$ cat config.mk
export PLATFORM = sky130hd
export DESIGN_NAME = mrfbs_labels
export DESIGN_NICKNAME = d
export VERILOG_FILES = /design/src/rtl/mrfbs_pkg.sv /design/src/rtl/mrfbs_labels.sv
export SDC_FILE = /design/constraint.sdc
export NUM_CORES = 1
export LEC_CHECK = 0
export ABC_AREA = 1
export BUFFER_PORTS_ARGS = -buffer_cell sky130_fd_sc_hd__buf_4
export CORE_MARGIN = 1.5
export CORE_UTILIZATION = 30
export DETAILED_ROUTE_END_ITERATION = 6
export MAX_ROUTING_LAYER = met4
export PLACE_DENSITY = 0.42
export SYNTH_ARGS = -nofsm -noshare
export SYNTH_HDL_FRONTEND = slang
export SYNTH_SLANG_ARGS = --single-unit
$ cat constraint.sdc
create_clock -name clk -period 1.6 [get_ports clk]
set_input_delay 0.16 -clock clk [delete_from_list [all_inputs] [get_ports clk]]
set_output_delay 0.16 -clock clk [all_outputs]
set_load 0.005 [all_outputs]
$ cat src/rtl/mrfbs_pkg.sv
// Shared types and constants for the best-sample selector.
package mrfbs_pkg;

    localparam int MaxNodes   = 64;
    localparam int MaxEdges   = 128;
    localparam int MaxStates  = 8;
    localparam int ScoreBits  = 16;
    localparam int NodeW      = $clog2(MaxNodes);
    localparam int EdgeW      = $clog2(MaxEdges);
    localparam int StateW     = $clog2(MaxStates);
    localparam int AccW       = 24;
    localparam int NodeAddrW  = NodeW + StateW;
    localparam int EdgeAddrW  = EdgeW + 2 * StateW;

    localparam logic signed [AccW-1:0] SatMin = {1'b1, {(AccW-1){1'b0}}};
    localparam logic signed [AccW-1:0] SatMax = {1'b0, {(AccW-1){1'b1}}};
    localparam logic signed [ScoreBits-1:0] ZeroCode = {1'b1, {(ScoreBits-1){1'b0}}};

    typedef enum logic [2:0] {
        ACT_NODE_POT  = 3'd0,
        ACT_EDGE_POT  = 3'd1,
        ACT_EDGE_ENDS = 3'd2,
        ACT_LABEL     = 3'd3,
        ACT_FINISH    = 3'd4
    } action_t;

    typedef enum logic [1:0] {
        CFG_NUM_NODES  = 2'd0,
        CFG_NUM_EDGES  = 2'd1,
        CFG_NUM_STATES = 2'd2
    } cfg_index_t;

    typedef enum logic [2:0] {
        ST_IDLE,
        ST_NODE_ADD,
        ST_EDGE_RD,
        ST_EDGE_LAB,
        ST_EDGE_TBL,
        ST_EDGE_ADD,
        ST_DECIDE,
        ST_EMIT
    } state_t;

    // Saturating add of one log term; the zero code pins the sum at the minimum.
    function automatic logic signed [AccW-1:0] add_term(
        input logic signed [AccW-1:0] acc,
        input logic signed [ScoreBits-1:0] term
    );
        logic signed [AccW:0] s;
        begin
            s = {acc[AccW-1], acc} + {{(AccW+1-ScoreBits){term[ScoreBits-1]}}, term};
            if (term == ZeroCode || acc == SatMin)
                add_term = SatMin;
            else if (s < $signed({SatMin[AccW-1], SatMin}))
                add_term = SatMin;
            else if (s > $signed({SatMax[AccW-1], SatMax}))
                add_term = SatMax;
            else
                add_term = s[AccW-1:0];
        end
    endfunction

endpackage

$ cat src/rtl/mrfbs_labels.sv
// Current and best label stores with a sweep copy on a new best sample.
module mrfbs_labels (
    input  logic                               clk,
    input  logic                               cur_we,
    input  logic [mrfbs_pkg::NodeW-1:0]        cur_waddr,
    input  logic [mrfbs_pkg::StateW-1:0]       cur_wdata,
    input  logic [mrfbs_pkg::NodeW-1:0]        cur_raddr_a,
    input  logic [mrfbs_pkg::NodeW-1:0]        cur_raddr_b,
    output logic [mrfbs_pkg::StateW-1:0]       cur_rdata_a,
    output logic [mrfbs_pkg::StateW-1:0]       cur_rdata_b,
    input  logic                               best_we,
    input  logic [mrfbs_pkg::NodeW-1:0]        best_waddr,
    input  logic [mrfbs_pkg::StateW-1:0]       best_wdata,
    input  logic [mrfbs_pkg::NodeW-1:0]        best_raddr,
    output logic [mrfbs_pkg::StateW-1:0]       best_rdata
);

    logic [mrfbs_pkg::StateW-1:0] cur_mem  [mrfbs_pkg::MaxNodes];
    logic [mrfbs_pkg::StateW-1:0] best_mem [mrfbs_pkg::MaxNodes];

    // Current sample: one write port, two read ports
    always_ff @(posedge clk)
    begin
        if (cur_we)
        begin
            cur_mem[cur_waddr] <= cur_wdata;
        end
        cur_rdata_a <= cur_mem[cur_raddr_a];
        cur_rdata_b <= cur_mem[cur_raddr_b];
    end

    // Best sample
    always_ff @(posedge clk)
    begin
        if (best_we)
        begin
            best_mem[best_waddr] <= best_wdata;
        end
        best_rdata <= best_mem[best_raddr];
    end

endmodule

### Yosys cells after proc, flatten, opt, wreduce, memory -nomap -nowiden

Memory sizes are Yosys's and may differ from the RTL's. A register that Yosys moved wholly into a read port is not among the register bits.
Index checks and enable logic that the tools add are counted.

* bits in registers: 0
* bits in writable memories: 384
* bits of input ports: 39
* logic and storage cells: 6
* memories kept: 2

* multiplexer cells: 4

Memory list
* best_mem: depth 64, bits a word 3, rd ports 1, clocked after memory_dff 1, wr ports 1, line mrfbs_labels.sv:19 `logic [mrfbs_pkg::StateW-1:0] best_mem [mrfbs_pkg::MaxNodes];`
* cur_mem: depth 64, bits a word 3, rd ports 2, clocked after memory_dff 2, wr ports 1, line mrfbs_labels.sv:18 `logic [mrfbs_pkg::StateW-1:0] cur_mem [mrfbs_pkg::MaxNodes];`

Operators by type and width (number)
* 2-to-1 mux 1 bit: 4

### Logic depth before layout (Yosys ltp)

* word-level depth: 2
* depth in mapped cells: 12

### Least setup slack after synthesis

OpenSTA, ideal clock, no wires.

* path type: input -> register
* from: input cur_we
* to: memory cur_mem[16][0] (netlist name) (enable)
* library setup time: 0.320 ns
* data arrival time: 0.880 ns
* slack: 0.401 ns
* cell stages on the path: 3
* path through: clkbuf_1 > nand3_1 > nor2_1

* longest elaborated chain between the ends: 2

Ends and longest elaborated chain
* from (decl): line mrfbs_labels.sv:4 `input logic cur_we,`
* 2-to-1 mux 1 bit: line mrfbs_labels.sv:24 `if (cur_we)`
* 2-to-1 mux 1 bit (not written as such): line mrfbs_labels.sv:26 `cur_mem[cur_waddr] <= cur_wdata;`
* to (decl): line mrfbs_labels.sv:18

No other way between the ends.

==> qor.yml <==
setup_path:
  r2r_start: "cur_mem[3][0]"
  path_class: "reg2reg"
  critPathMaxFanout: 2
  required_ps: 2070
  reg2reg_to: "cur_rdata_b[0]"
  critPathLaunchType: "flop"
  arrival_ps: 1770
  end_kind: "flop"
  reg2regPathDepth: 8
  regToRegSetupSlack_ps: 290
min_path:
  hold_depth: 5
  hp-class: "in2reg"
  min_from: "cur_raddr_a[3]"
  hold_path_end: "cur_rdata_a[0]"
detailed_routing:
  vias: 14200
  drtPass1Iterations: 5
  ant_nets: 0
  totalWireLength_mm: 57.8
  post-route-drc-count: 0
  wl_per_cell_um: 20.4
  drt_iter0_markers: 944
  viasPerCell: 5.02
clock_network:
  cts_tree: "yes"
  cts_buffer_depth: 3
  postCtsSetupRepairBufs: 0
  ctsHtreeMaxLevel: 2
  cts_buffers: 46
  cts_sinks: 393
  clk_latency_ps: 590
  path_clk_slew_ps: 60
  root_buffer: "clkbuf_16"
floorplan:
  core_area_um2: 60600
  start_util_pct: 30.4
  dieWidth_um: 251
  ios: 48
  dieArea_um2: 63000
  num_rows: 90
  dieHeight_um: 251
sta:
  setup_tns_ps: 0
  slew_viol_final: 0
  final-hold-violation-count: 0
  worst_pin_slew_ps: 548
  period_share_pct: 81.6
  setup_viol: 0
  worst_slew_margin_rel_pct: 63.5
  skew_ps: 13.4
  max_freq_mhz: 766
  rsz0062_at_grt: "no"
  finalCriticalPeriod_ps: 1310
finish:
  drive_gt1_share_pct: 9.97
  layout_commonest_cell: "nand2_1"
  fillerInstances: 6146
  fin_util_pct: 35.7
  final_cells: 2828
  design_area_um2: 21700
  num_antenna_cells: 0
  syn_to_final_growth_pct: 17.5
  final_cell_mix: "nand2_1 (739), nand3_1 (499), edfxtp_1 (384)"
  final_nets: 2048
place:
  postPlaceCellArea_um2: 20100
  place_hpwl_mm: 38.1
  gp_congestion: 0.844
  portBuffers: 47
  place_inst: 2735
job:
  max-cap-violations: 0
power:
  finalPower_w: 0.0239
  powerDensity_nw_per_um2: 1100
  p_leak_nw: 8.13
  peakVddDrop_v: 0.000777
run_status:
  outcome: "finished, final reports clean"
global_routing:
  grt_max_degree: 68
  grt_pass1_vias: 14400
  grt_pass1_wl_mm: 87.5
  grtUsageTotal_pct: 18.9
  antenna_found_initial: 0
  grt_remaining_overflow: 0
synth:
  synthCells: 1933
  netlist-cell-type-count: 15
  ys_seq_area_share_pct: 63.5
  synth_top_area_cell: "edfxtp_1"
  synthTopCellsByArea: "edfxtp_1 (63%), nand2_1 (15%), nand3_1 (14%)"
  synth_top_area_share_pct: 62.5
  syn_area_per_cell_um2: 9.54
  synth_fp_nets: 1972
  synth_area_um2: 18400
  ys_warn_count: 0
  synth_seq_cells: 393
## kinds of logic after synthesis
kind of cell / after synthesis / synth area share (%)
simple gates: 1386 / 31.8
buf+inv: 154 / 4.69
flops: 393 / 63.5
## power breakdown
part / total (W) / switching (W) / internal, W / leakage (nW)
Sequential: 0.0114 / 0.0000383 / 0.0114 / 3.53
Clock: 0.0102 / 0.00422 / 0.00602 / 0.699
Combinational: 0.00218 / 0.00148 / 0.000705 / 3.90
## per-layer routing
metal  GRT usage, %  wire (um)  vias to the layer above
li1               -          -                     6784
met1           23.1      24700                     6952
met2           33.1      29300                      381
met3           2.16       2520                       87
met4           5.01       1260                        0
met5              -          0                        -
## how the worst max path moves through the flow
stage | start | endpoint | depth (start not counted)
2_1_floorplan | cur_we | cur_mem[16][0] | 3
3_3_place_gp | cur_waddr[0] | cur_mem[42][0] | 4
3_5_place_dp | cur_waddr[2] | cur_mem[52][0] | 5
4_1_cts | cur_mem[51][0] | cur_rdata_b[0] | 8
5_1_grt | cur_mem[54][0] | cur_rdata_b[0] | 8
6_report | cur_mem[3][0] | cur_rdata_b[0] | 8
## registers in the layout, indices dropped and copies added, names as in the netlist
signal / cells
best_mem: 192
cur_mem: 192
best_rdata: 3
cur_rdata_a: 3
cur_rdata_b: 3
## synthesized netlist by cell type
| cell | count |
|---|---|
| inv_2 | 3 |
| nand2_1 | 739 |
| nand3_1 | 499 |
| buf_2 | 55 |
| nor2_1 | 130 |
| inv_4 | 3 |
| clkbuf_1 | 16 |
| nand4_1 | 9 |
| edfxtp_1 | 384 |
| buf_6 | 20 |
| dfxtp_1 | 9 |
| inv_1 | 32 |
| nor3_1 | 9 |
| buf_1 | 9 |
| buf_4 | 16 |
## stage by stage
step / hold slack (ps) / setup WS [ps]
finish: 47.8 / 294
global placement: 432 / 70.0
global route: 45.0 / 177
floorplan: 259 / 401
detailed placement: 427 / 17.8
CTS: 5.16 / 303
## timing repair
action | CTS | global route
endpoints found under the hold margin | 62 | 0
hold buffers | 8 | 0
gates resized for setup | 0 | 0
## layout make-up
cell class,count,area [um2],share of cell area [%]
timing repair buffer,144,1500,6.93
inverter,38,150,0.693
tap,782,978,4.52
sequential,393,11700,54.1
multi-input combinational,1386,5860,27.1
clock buffer,68,1270,5.89
clock inverter,17,181,0.838
## worst max-delay path: stages, from the launching register on
cell      delay (ps)
edfxtp_1         420
nand2_1           90
nand3_1           70
nand3_1          110
nand2_1          110
nand2_1          100
nand3_1           80
nand3_1          130
nand2_1           80
(Power assumes the default switching activity.)
